===== src/hw/rtl/scma_pkg.sv =====
`default_nettype none
// ----------------------------------------------------------------------------
// scma_pkg
// Shared types, codes and constants of the sparse COO merge-add block.
// ----------------------------------------------------------------------------
package scma_pkg;

    localparam int MAX_DIMS   = 4;
    localparam int PEND_DEPTH = 16;
    localparam int PTR_W      = $clog2(PEND_DEPTH);
    localparam int CNT_W      = $clog2(PEND_DEPTH + 1);
    localparam int DIM_W      = 3;
    localparam int CFG_IDX_W  = 1;

    localparam logic [CFG_IDX_W-1:0] CFG_NUM_DIMS = 1'd0;
    localparam logic [CFG_IDX_W-1:0] CFG_DROP_THR = 1'd1;

    typedef enum logic [1:0] {
        CMD_A     = 2'd0,
        CMD_B     = 2'd1,
        CMD_END_A = 2'd2,
        CMD_END_B = 2'd3
    } t_cmd;

    typedef enum logic [1:0] {
        K_ENTRY = 2'd0,
        K_END   = 2'd1,
        K_ERR   = 2'd2
    } t_kind;

    typedef enum logic [2:0] {
        E_ERR,
        E_END,
        E_HEAD,
        E_NEW,
        E_SUM
    } t_emit_sel;

    typedef enum logic [3:0] {
        S_IDLE,
        S_DECIDE,
        S_END,
        S_DFETCH,
        S_DEMIT,
        S_FETCH,
        S_CMP,
        S_SUM,
        S_TAIL,
        S_FLUSH
    } t_state;

    typedef logic [MAX_DIMS-1:0][31:0] t_coords;

    typedef struct packed {
        logic [1:0]         cmd;
        logic [31:0]        coord_0;
        logic [31:0]        coord_1;
        logic [31:0]        coord_2;
        logic [31:0]        coord_3;
        logic signed [31:0] entry_value;
    } t_in_item;

    typedef struct packed {
        logic [1:0]         kind;
        logic [31:0]        out_coord_0;
        logic [31:0]        out_coord_1;
        logic [31:0]        out_coord_2;
        logic [31:0]        out_coord_3;
        logic signed [31:0] out_value;
        logic               last_of_run;
    } t_out_item;

    typedef struct packed {
        logic      load;
        logic      set_fin;
        logic      emit;
        t_emit_sel sel;
        logic      flush;
        logic      pop;
        logic      store;
    } t_dp_cmd;

    typedef struct packed {
        logic is_end;
        logic mine_done;
        logic other_done;
        logic both_done;
        logic pend_other;
        logic cnt_zero;
        logic cnt_one;
        logic cnt_full;
        logic cmp_lt;
        logic cmp_eq;
        logic keep;
        logic can_push;
    } t_dp_stat;

    // Zero acts as one, anything above MAX_DIMS as MAX_DIMS.
    function automatic logic [DIM_W-1:0] active_dims(input logic [DIM_W-1:0] n);
        logic [DIM_W-1:0] r;
        r = n;
        if (n == '0) r = DIM_W'(1);
        if (n > DIM_W'(MAX_DIMS)) r = DIM_W'(MAX_DIMS);
        return r;
    endfunction

endpackage
`default_nettype wire


===== src/hw/rtl/scma_datapath.sv =====
`default_nettype none
// ----------------------------------------------------------------------------
// scma_datapath
// Pending store, item and result registers, coordinate compare and sum.
// ----------------------------------------------------------------------------
module scma_datapath (
    input  wire logic                           i_clk,
    input  wire logic                           i_rst_n,
    input  wire scma_pkg::t_in_item             i_in_data,
    input  wire logic                           i_cfg_we,
    input  wire logic [scma_pkg::CFG_IDX_W-1:0] i_cfg_index,
    input  wire logic [31:0]                    i_cfg_data,
    input  wire scma_pkg::t_dp_cmd              i_cmd,
    output scma_pkg::t_dp_stat                  o_stat,
    output logic                                o_out_valid,
    input  wire logic                           i_out_stall,
    output scma_pkg::t_out_item                 o_out_data
);
    import scma_pkg::*;

    typedef struct packed {
        t_coords     coords;
        logic [31:0] value;
    } t_pend_entry;

    t_pend_entry mem [PEND_DEPTH];
    t_pend_entry r_rd;

    logic [DIM_W-1:0] r_num_dims;
    logic [31:0]      r_thr;
    logic [1:0]       r_cmd;
    t_coords          r_coords;
    logic [31:0]      r_value;
    logic [31:0]      r_sum;
    logic [PTR_W-1:0] r_head;
    logic [CNT_W-1:0] r_count;
    logic             r_side;
    logic             r_a_fin;
    logic             r_b_fin;
    logic             r_hold_valid;
    t_out_item        r_hold;
    logic             r_out_valid;
    t_out_item        r_out;

    logic [DIM_W-1:0] nd;
    t_coords          in_coords;
    t_coords          masked;
    logic             side;
    logic             out_free;
    logic [PTR_W:0]   tail_sum;
    logic [PTR_W-1:0] tail;
    logic [PTR_W-1:0] head_next;
    logic             lt;
    logic             eq;
    logic signed [32:0] sum33;
    logic signed [32:0] mag;
    t_out_item        n_hold;
    t_out_item        n_out;

    assign nd = active_dims(r_num_dims);
    assign in_coords = {i_in_data.coord_3, i_in_data.coord_2,
                        i_in_data.coord_1, i_in_data.coord_0};

    always_comb begin
        for (int d = 0; d < MAX_DIMS; d++) begin
            masked[d] = (DIM_W'(d) < nd) ? in_coords[d] : 32'd0;
        end
    end

    assign side = (r_cmd == CMD_B) || (r_cmd == CMD_END_B);
    assign out_free = !r_out_valid || !i_out_stall;

    assign tail_sum = {1'b0, r_head} + (PTR_W+1)'(r_count);
    assign tail = (tail_sum >= (PTR_W+1)'(PEND_DEPTH))
                ? PTR_W'(tail_sum - (PTR_W+1)'(PEND_DEPTH)) : tail_sum[PTR_W-1:0];
    assign head_next = (r_head == PTR_W'(PEND_DEPTH - 1)) ? '0 : r_head + PTR_W'(1);

    // Lexicographic compare of the head entry against the held item.
    always_comb begin
        lt = 1'b0;
        eq = 1'b1;
        for (int d = 0; d < MAX_DIMS; d++) begin
            if ((DIM_W'(d) < nd) && eq) begin
                if (r_rd.coords[d] < r_coords[d]) begin
                    lt = 1'b1;
                    eq = 1'b0;
                end else if (r_rd.coords[d] > r_coords[d]) begin
                    eq = 1'b0;
                end
            end
        end
    end

    assign sum33 = {r_sum[31], r_sum};
    assign mag   = sum33[32] ? -sum33 : sum33;

    always_comb begin
        o_stat.is_end     = (r_cmd == CMD_END_A) || (r_cmd == CMD_END_B);
        o_stat.mine_done  = side ? r_b_fin : r_a_fin;
        o_stat.other_done = side ? r_a_fin : r_b_fin;
        o_stat.both_done  = r_a_fin && r_b_fin;
        o_stat.pend_other = (r_side != side);
        o_stat.cnt_zero   = (r_count == '0);
        o_stat.cnt_one    = (r_count == CNT_W'(1));
        o_stat.cnt_full   = (r_count >= CNT_W'(PEND_DEPTH));
        o_stat.cmp_lt     = lt;
        o_stat.cmp_eq     = eq;
        o_stat.keep       = $signed({r_thr[31], r_thr}) <= mag;
        o_stat.can_push   = !r_hold_valid || out_free;
    end

    always_comb begin
        n_hold = '0;
        case (i_cmd.sel)
            E_ERR: n_hold.kind = K_ERR;
            E_END: n_hold.kind = K_END;
            E_HEAD: begin
                n_hold.kind        = K_ENTRY;
                n_hold.out_coord_0 = r_rd.coords[0];
                n_hold.out_coord_1 = r_rd.coords[1];
                n_hold.out_coord_2 = r_rd.coords[2];
                n_hold.out_coord_3 = r_rd.coords[3];
                n_hold.out_value   = r_rd.value;
            end
            E_NEW, E_SUM: begin
                n_hold.kind        = K_ENTRY;
                n_hold.out_coord_0 = r_coords[0];
                n_hold.out_coord_1 = r_coords[1];
                n_hold.out_coord_2 = r_coords[2];
                n_hold.out_coord_3 = r_coords[3];
                n_hold.out_value   = (i_cmd.sel == E_SUM) ? r_sum : r_value;
            end
            default: n_hold = '0;
        endcase
    end

    always_comb begin
        n_out             = r_hold;
        n_out.last_of_run = i_cmd.flush;
    end

    // Pending store: write at the tail, read the head every cycle.
    always_ff @(posedge i_clk) begin
        if (i_cmd.store) begin
            mem[tail] <= '{coords: r_coords, value: r_value};
        end
        r_rd  <= mem[r_head];
        r_sum <= r_rd.value + r_value;
    end

    always_ff @(posedge i_clk) begin
        if (i_cmd.load) begin
            r_cmd    <= i_in_data.cmd;
            r_coords <= masked;
            r_value  <= i_in_data.entry_value;
        end
        if (i_cmd.emit) begin
            r_hold <= n_hold;
        end
        if ((i_cmd.emit || i_cmd.flush) && r_hold_valid) begin
            r_out <= n_out;
        end
    end

    always_ff @(posedge i_clk) begin
        if (!i_rst_n) begin
            r_num_dims   <= DIM_W'(2);
            r_thr        <= '0;
            r_head       <= '0;
            r_count      <= '0;
            r_side       <= 1'b0;
            r_a_fin      <= 1'b0;
            r_b_fin      <= 1'b0;
            r_hold_valid <= 1'b0;
            r_out_valid  <= 1'b0;
        end else begin
            if (i_cfg_we) begin
                case (i_cfg_index)
                    CFG_NUM_DIMS: r_num_dims <= i_cfg_data[DIM_W-1:0];
                    CFG_DROP_THR: r_thr      <= i_cfg_data;
                    default:      r_thr      <= r_thr;
                endcase
            end
            if (i_cmd.set_fin) begin
                if (side) r_b_fin <= 1'b1;
                else      r_a_fin <= 1'b1;
            end
            if (i_cmd.pop) begin
                r_head  <= head_next;
                r_count <= r_count - CNT_W'(1);
            end else if (i_cmd.store) begin
                r_count <= r_count + CNT_W'(1);
                r_side  <= side;
            end
            // Move the held result out once the next one or the end of run is known.
            if ((i_cmd.emit || i_cmd.flush) && r_hold_valid) begin
                r_out_valid <= 1'b1;
            end else if (out_free) begin
                r_out_valid <= 1'b0;
            end
            if (i_cmd.emit) begin
                r_hold_valid <= 1'b1;
            end else if (i_cmd.flush) begin
                r_hold_valid <= 1'b0;
            end
        end
    end

    assign o_out_valid = r_out_valid;
    assign o_out_data  = r_out;

endmodule
`default_nettype wire


===== src/hw/rtl/scma_ctrl.sv =====
`default_nettype none
// ----------------------------------------------------------------------------
// scma_ctrl
// Sequencer for one input item: decide, drain, compare, store, close run.
// ----------------------------------------------------------------------------
module scma_ctrl (
    input  wire logic               i_clk,
    input  wire logic               i_rst_n,
    input  wire logic               i_in_valid,
    output logic                    o_in_stall,
    input  wire scma_pkg::t_dp_stat i_stat,
    output scma_pkg::t_dp_cmd       o_cmd
);
    import scma_pkg::*;

    t_state r_state;
    t_state n_state;

    always_ff @(posedge i_clk) begin
        if (!i_rst_n) begin
            r_state <= S_IDLE;
        end else begin
            r_state <= n_state;
        end
    end

    always_comb begin
        n_state = r_state;
        case (r_state)
            S_IDLE: if (i_in_valid) n_state = S_DECIDE;
            S_DECIDE: begin
                if (i_stat.mine_done) begin
                    if (i_stat.can_push) n_state = S_FLUSH;
                end else if (i_stat.is_end) begin
                    n_state = S_END;
                end else if (!i_stat.cnt_zero && i_stat.pend_other) begin
                    n_state = S_FETCH;
                end else if (!i_stat.cnt_zero && i_stat.other_done) begin
                    n_state = S_DFETCH;
                end else begin
                    n_state = S_TAIL;
                end
            end
            S_END: begin
                if (!i_stat.cnt_zero && (i_stat.pend_other || i_stat.both_done)) begin
                    n_state = S_DFETCH;
                end else if (!i_stat.both_done || i_stat.can_push) begin
                    n_state = S_FLUSH;
                end
            end
            S_DFETCH: n_state = S_DEMIT;
            S_DEMIT: begin
                if (i_stat.can_push) begin
                    if (!i_stat.cnt_one)    n_state = S_DFETCH;
                    else if (i_stat.is_end) n_state = S_END;
                    else                    n_state = S_TAIL;
                end
            end
            S_FETCH: n_state = S_CMP;
            S_CMP: begin
                if (i_stat.cmp_eq) begin
                    n_state = S_SUM;
                end else if (i_stat.can_push) begin
                    if (!i_stat.cmp_lt)    n_state = S_FLUSH;
                    else if (i_stat.cnt_one) n_state = S_TAIL;
                    else                   n_state = S_FETCH;
                end
            end
            S_SUM: if (!i_stat.keep || i_stat.can_push) n_state = S_FLUSH;
            S_TAIL: begin
                if (!(i_stat.cnt_zero && i_stat.other_done) && !i_stat.cnt_full) begin
                    n_state = S_FLUSH;
                end else if (i_stat.can_push) begin
                    n_state = S_FLUSH;
                end
            end
            S_FLUSH: if (i_stat.can_push) n_state = S_IDLE;
            default: n_state = S_IDLE;
        endcase
    end

    always_comb begin
        o_cmd      = '0;
        o_cmd.sel  = E_ERR;
        o_in_stall = (r_state != S_IDLE) || !i_rst_n;
        case (r_state)
            S_IDLE: o_cmd.load = i_in_valid;
            S_DECIDE: begin
                if (i_stat.mine_done) begin
                    o_cmd.emit = i_stat.can_push;
                    o_cmd.sel  = E_ERR;
                end else if (i_stat.is_end) begin
                    o_cmd.set_fin = 1'b1;
                end
            end
            S_END: begin
                if (!(!i_stat.cnt_zero && (i_stat.pend_other || i_stat.both_done))
                    && i_stat.both_done) begin
                    o_cmd.emit = i_stat.can_push;
                    o_cmd.sel  = E_END;
                end
            end
            S_DEMIT: begin
                o_cmd.emit = i_stat.can_push;
                o_cmd.pop  = i_stat.can_push;
                o_cmd.sel  = E_HEAD;
            end
            S_CMP: begin
                if (!i_stat.cmp_eq) begin
                    o_cmd.emit = i_stat.can_push;
                    o_cmd.pop  = i_stat.can_push && i_stat.cmp_lt;
                    o_cmd.sel  = i_stat.cmp_lt ? E_HEAD : E_NEW;
                end
            end
            S_SUM: begin
                // Drop a colliding sum below the threshold, pop either way.
                o_cmd.sel  = E_SUM;
                o_cmd.emit = i_stat.keep && i_stat.can_push;
                o_cmd.pop  = !i_stat.keep || i_stat.can_push;
            end
            S_TAIL: begin
                if (i_stat.cnt_zero && i_stat.other_done) begin
                    o_cmd.emit = i_stat.can_push;
                    o_cmd.sel  = E_NEW;
                end else if (i_stat.cnt_full) begin
                    o_cmd.emit = i_stat.can_push;
                    o_cmd.sel  = E_ERR;
                end else begin
                    o_cmd.store = 1'b1;
                end
            end
            S_FLUSH: o_cmd.flush = i_stat.can_push;
            default: o_cmd = '0;
        endcase
    end

endmodule
`default_nettype wire


===== src/hw/rtl/sparse_coo_merge_add.sv =====
`default_nettype none
// ----------------------------------------------------------------------------
// sparse_coo_merge_add
// Merge-add of two index-sorted sparse COO lists into one ordered list.
// ----------------------------------------------------------------------------
// One input item is taken at a time: a new item is not accepted until the
// previous one is finished. Each item is accepted and decided, then each
// pending entry visited by a compare or drain takes a registered read of the
// pending store head and a compare or emit step, a collision adds a sum check
// step, the store, pass-through, full check or end-marker step follows unless
// a compare settles the item, and a final step closes the run; an item
// rejected after its list ended is only decided and closed. All of this
// takes longer when the output stalls.
// Results leave through a one-deep hold register so the last result of each
// run can be flagged, then an output register.
module sparse_coo_merge_add (
    input  wire logic                           i_clk,
    input  wire logic                           i_rst_n,
    input  wire logic                           i_in_valid,
    output logic                                o_in_stall,
    input  wire scma_pkg::t_in_item             i_in_data,
    output logic                                o_out_valid,
    input  wire logic                           i_out_stall,
    output scma_pkg::t_out_item                 o_out_data,
    input  wire logic                           i_cfg_valid,
    output logic                                o_cfg_ready,
    input  wire logic [scma_pkg::CFG_IDX_W-1:0] i_cfg_index,
    input  wire logic [31:0]                    i_cfg_data
);
    import scma_pkg::*;

    t_dp_cmd  dp_cmd;
    t_dp_stat dp_stat;

    assign o_cfg_ready = 1'b1;

    scma_ctrl u_ctrl (
        .i_clk      (i_clk),
        .i_rst_n    (i_rst_n),
        .i_in_valid (i_in_valid),
        .o_in_stall (o_in_stall),
        .i_stat     (dp_stat),
        .o_cmd      (dp_cmd)
    );

    scma_datapath u_dp (
        .i_clk       (i_clk),
        .i_rst_n     (i_rst_n),
        .i_in_data   (i_in_data),
        .i_cfg_we    (i_cfg_valid && o_cfg_ready),
        .i_cfg_index (i_cfg_index),
        .i_cfg_data  (i_cfg_data),
        .i_cmd       (dp_cmd),
        .o_stat      (dp_stat),
        .o_out_valid (o_out_valid),
        .i_out_stall (i_out_stall),
        .o_out_data  (o_out_data)
    );

endmodule
`default_nettype wire

===== config.mk =====
export PLATFORM = sky130hd
export DESIGN_NAME = sparse_coo_merge_add
export DESIGN_NICKNAME = d
export VERILOG_FILES = /design/src/hw/rtl/scma_pkg.sv /design/src/hw/rtl/scma_datapath.sv /design/src/hw/rtl/scma_ctrl.sv /design/src/hw/rtl/sparse_coo_merge_add.sv
export SDC_FILE = /design/constraint.sdc
export NUM_CORES = 2
export LEC_CHECK = 0
export ABC_CLOCK_PERIOD_IN_PS = 21300
export BUFFER_PORTS_ARGS = -buffer_cell sky130_fd_sc_hd__buf_2
export CAP_MARGIN = 25
export CELL_PAD_IN_SITES_DETAIL_PLACEMENT = 0
export CELL_PAD_IN_SITES_GLOBAL_PLACEMENT = 1
export CORE_ASPECT_RATIO = 2
export CORE_MARGIN = 10
export CORE_UTILIZATION = 32
export CTS_CLUSTER_DIAMETER = 200
export DETAILED_ROUTE_END_ITERATION = 8
export PLACE_DENSITY = 0.57
export SLEW_MARGIN = 10
export SYNTH_ARGS = -nofsm -noshare
export SYNTH_HDL_FRONTEND = slang
export SYNTH_SLANG_ARGS = --single-unit

===== constraint.sdc =====
create_clock -name i_clk -period 21.3 [get_ports i_clk]
set_clock_uncertainty 0.2 [all_clocks]
set_input_delay 1.065 -clock i_clk [delete_from_list [all_inputs] [get_ports i_clk]]
set_output_delay 1.065 -clock i_clk [all_outputs]
set_load 0.05 [all_outputs]

# After elaboration in Yosys (flattened, before gate mapping)
# Memory sizes are Yosys's and may differ from the RTL's. A register that Yosys moved wholly into a read port is not among the register bits.
# Cells that the tools add are included.
[op_classes]
add_sub_neg = 7
n_lt_le_gt_ge = 16
eq_ne = 25
n_mux = 74
bitwise_logic = 3
n_reduce_logical = 47
[ops]
columns = ["op", "count"]
rows = [
  ["$pmux W160 S2", 1],
  ["$gt A32 B32 Y1", 4],
  ["$lt A32 B32 Y1", 4],
  ["$mux W4", 25],
  ["$pmux W4 S10", 1],
  ["$mux W1", 38],
  ["$le A32 B33 Y1", 1],
  ["$mux W33", 1],
  ["$neg A32 Y33", 1],
  ["$add A32 B32 Y32", 1],
  ["$mux W32", 1],
  ["$pmux W4 S6", 1],
  ["$eq A4 B3 Y1 const B", 4],
  ["$logic_and A1 B1 Y1", 13],
  ["$eq A4 B4 Y1 const B", 3],
  ["$ge A5 B5 Y1 const B", 2],
  ["$logic_not A1 Y1", 10],
  ["$mux W5", 2],
  ["$reduce_and A2 Y1", 5],
  ["$logic_or A1 B1 Y1", 9],
  ["$eq A4 B2 Y1 const B", 2],
  ["$eq A3 B2 Y1 const B", 2],
  ["$logic_not A3 Y1", 2],
  ["$lt A1 B3 Y1 const A", 2],
  ["other kinds (27)", 37],
]
[word_totals]
reg_bits = 572
ramBits = 2560
elab_cells = 203
mem_count = 1
[memory_table]
columns = ["name", "depth", "width", "read_ports", "rd_clocked_by_memory_dff", "wr", "line_no", "source"]
rows = [
  ["u_dp.mem", 16, 160, 1, 1, 1, "scma_datapath.sv:26", "t_pend_entry mem [PEND_DEPTH];"],
]

# Logic depth before layout (Yosys ltp)
[depth]
ltp_word = 19
depth_mapped = 21

# By module
# Synthesis repeated with hierarchy kept, for this count alone.
[hier_totals]
cells_unflattened = 5842
area_unflattened_um2 = 125791.9
[modules_own_cells]
columns = ["module", "n_inst", "cells_per_inst", "area_each_um2"]
rows = [
  ["scma_datapath", 1, 5743, 125092.5],
  ["scma_ctrl", 1, 97, 688.2],
  ["sparse_coo_merge_add", 1, 2, 11.3],
]

# Least setup slack after synthesis
# OpenSTA, ideal clock, no wires.
[synth_path]
path_type = "reg2reg"
from = "reg u_dp.r_sum[4]"
to = "reg u_dp.r_out, in the netlist u_dp.o_out_data[0] (enable)"
setup_ps = 933
t_arrival_ps = 16763
required_ps = 20167
setup_slack_ps = 3404
path_stages_with_launch = 19
n_path_buf = 0
synth_period_minus_slack_ps = 17896
cell_sequence = "dfxtp_1 or4_4 or4_4 or4_4 or2_1 or4_4 or3_1 or4_4 or4b_1 ha_1 nand4_1 nor4_1 and4_1 mux2i_1 o21ai_0 a21o_1 a211oi_1 a21o_1 a21boi_0"
[synth_between]
elab_chain_len = 7
[synth_rtl]
columns = ["item", "line_no", "source"]
rows = [
  ["start, declared", "scma_datapath.sv:34", "logic [31:0] r_sum;"],
  ["start signal, assigned", "scma_datapath.sv:148", "r_sum <= r_rd.value + r_value;"],
  ["$neg A32 Y33", "scma_datapath.sv:95", "assign mag = sum33[32] ? -sum33 : sum33;"],
  ["$mux W33 (*)", "scma_datapath.sv:95", ""],
  ["$le A32 B33 Y1 (*)", "scma_datapath.sv:108", "o_stat.keep = $signed({r_thr[31], r_thr}) <= mag;"],
  ["$logic_and A1 B1 Y1 (*)", "scma_ctrl.sv:118", "o_cmd.emit = i_stat.keep && i_stat.can_push;"],
  ["$pmux W4 S6 (*)", "scma_ctrl.sv:86", "case (r_state)"],
  ["$logic_or A1 B1 Y1 (*)", "scma_datapath.sv:160", "if ((i_cmd.emit || i_cmd.flush) && r_hold_valid) begin"],
  ["$logic_and A1 B1 Y1 (*)", "scma_datapath.sv:160", ""],
  ["end signal, assigned", "scma_datapath.sv:161", "r_out <= n_out;"],
  ["end, declared", "scma_datapath.sv:43", "t_out_item r_out;"],
]
# Mark *: on every way between the ends. The rest lies on a longest branch, timed or not.
# A chain may end at the register's enable or synchronous reset.

==> flow_summary.yaml <==
floorplan:
  core_area_sq_mm: 0.392
  num_rows: 325
  start_util: 0.321
  chipHeight_um: 907
  boundaryPins: 366
  die_w_um: 463
  die-area_sq_mm: 0.420
critical_path:
  criticalPathCategory: "reg -> reg"
  timing.rr.start: "u_dp.r_sum[4]"
  cp.required_ps: 21610
  endpoint_kind: "flip-flop"
  crit_start: "u_dp.r_sum[4]"
  cp_max_fo: 62
  crit_arrival_ps: 8670
  startpoint_type: "flip-flop"
cts:
  post_cts_resized: 0
  htreeDepth: 5
  cts-root-buf: "clkbuf_16"
  clkTransAtPathRegs_ps: 70
  cts_tree: "built"
  ctsHoldBuffers: 0
  clk_latency_ps: 930
  cts_buffer_depth: 4
  clock-sinks: 3292
  postCtsSetupBuffers: 0
  numCtsBuffers: 307
sta:
  finalSetupViolCount: 0
  max_freq_mhz: 120
  min_period_ps: 8370
  worst_slack_ps: 12930
  holdWs_ps: 119
  grt_setup_unrepaired: "false"
  worst_pin_slew_ps: 1200
  period_share: 0.393
  finalHoldViolations: 0
  slew_viol_final: 0
  slew_headroom: 0.198
  finalSetupTns_ps: 0
synthesis:
  ys_seq_area_frac: 0.767
  yosys_warnings: 0
  synth_ff_type: "edfxtp_1"
  synth.most_common_cell: "edfxtp_1"
  synth_top_area_cell: "edfxtp_1"
  synth_cells: 5878
  async_flop_share: 0
  synthTopCellsByCount: "3047 x edfxtp_1, 800 x mux4_2, 245 x dfxtp_1, 241 x clkbuf_1, 200 x ha_1"
  synth-seq-cells: 3292
  synth_edf_count: 3047
  syn_area_sq_mm: 0.126
  synthDistinctLibCells: 74
  synth_area_leaders: "edfxtp_1 73%, mux4_2 14%, dfxtp_1 3.9%"
  syn_area_per_cell_sq_um: 21.4
  synth_top_area_frac: 0.728
placed_design:
  gp_congestion: 0.786
  numPortBuffers: 364
  place_inst: 11316
  dp_worst_setup_slack_ps: 12830
  placed_area_sq_mm: 0.135
  dpl.hpwl_mm: 195
status:
  status: "complete, no violations"
global_route:
  grt_pass1_vias: 64762
  grt-ovfl-total: 0
  grt_first_pass_wirelength_mm: 495
  grt_max_degree: 131
  grt_antenna_before_repair: 24
  grt_usage: 0.162
min_path:
  hold_start: "i_in_data[4]"
  hp-class: "in -> reg"
detailed_routing:
  wl_per_cell_um: 29.4
  drt-initial-drc-count: 4869
  drc: 0
  vias: 60136
  wl_mm: 349
  firstDrtPassIters: 6
  drt-vias-per-instance: 5.06
  ant_nets: 0
finish:
  area_growth_pct: 14.9
  utilization: 0.369
  layout.nets: 6799
  design_area_sq_mm: 0.145
  drive_gt1_frac: 0.269
  instances_no_fill: 11875
flow_run:
  max-cap-violations: 0
power:
  power_density_mw_per_mm2: 107
  power_mw: 15.5
  power.ir.vdd_worst_v: 0.0000610
  p_leak_nw: 46.2
[cell usage in the layout, fill, tap and decap left out, drive strengths merged, types with 36 or more instances in the layout]
cell type and n:
a21oi 123, a22o 130, buf 495, clkbuf 411, clkinv 98, dfxtp 245
edfxtp 3047, ha 200, inv 169, mux2i 43, mux4 800, nand2 177
nand4 37, nor2 77, nor2b 77, o21ai 92, xor2 36
[routing by layer]
metal | routed length [um] | vias to the layer above | GRT usage
met5 | 41 | - | 0
met4 | 7750 | 8 | 0.0373
met3 | 15900 | 425 | 0.0239
li1 | - | 25334 | -
met2 | 181000 | 1586 | 0.288
met1 | 144000 | 32783 | 0.208
[power breakdown]
group / internal, mW / switching [mW] / total, mW
clock: 3.09 / 2.45 / 5.54
sequential: 7.79 / 0.567 / 8.36
combinational: 0.647 / 0.926 / 1.57
[flip-flops by register name, summed over array words and instances, names as in the netlist]
signal             count
u_ctrl.r_state         4
u_dp.mem            2560
u_dp.n_out           162
u_dp.o_out_data      163
u_dp.o_out_valid       1
u_dp.r_a_fin           1
u_dp.r_b_fin           1
u_dp.r_cmd             2
u_dp.r_coords        128
u_dp.r_count           5
u_dp.r_head            4
u_dp.r_hold_valid      1
u_dp.r_num_dims        3
u_dp.r_rd            160
u_dp.r_side            1
u_dp.r_sum            32
u_dp.r_thr            32
u_dp.r_value          32
[logic make-up (layout without fill, tap and decap cells)]
family | count (synthesis) | count (layout) | share of synthesized area
buffers and inverters | 445 | 1206 | 0.0133
AO/OA/AOI/OAI | 509 | 509 | 0.0279
flip-flops | 3292 | 3292 | 0.767
other | 1 | 5 | 0.0000298
AND/OR/NAND/NOR | 522 | 522 | 0.0209
adder cells (fa/ha/maj) | 202 | 202 | 0.0202
multiplexers | 844 | 844 | 0.147
XOR/XNOR | 63 | 63 | 0.00439
[worst paths after layout]
kind | to | slack (ps) | cells after the start
worst max-delay path | u_dp.n_out[101] | 12930 | 21
worst min-delay path | u_dp.r_value[4] | 120 | 1
worst max register to register | u_dp.n_out[101] | 12930 | 21
worst min register to register | u_dp.o_out_data[82] | 210 | 0
[layout make-up]
type                    count  area (sq um)
clock buffers             410          8470
inverters                 158           608
diodes                      3          7.51
multi-input cells        2142         27900
well taps                5232          6550
fillers                 35705        247000
flip-flops and latches   3292         96400
repair buffers            496          3110
clock inverters           142          1420
[critical path, cell delays in order (launching register included)]
cell,delay (ps)
dfxtp_1,370
or4_4,550
or4_4,450
or3_1,390
or3_1,450
or4_1,500
or3_1,440
or4_1,440
o21ai_1,180
xor2_1,110
ha_1,310
nand4_1,160
nor4_1,440
and4_1,270
mux2i_1,70
o21ai_0,150
a21o_1,200
a211oi_1,50
a21o_1,300
inv_8,360
buf_4,660
buf_4,710
(Power assumes the default switching activity.)
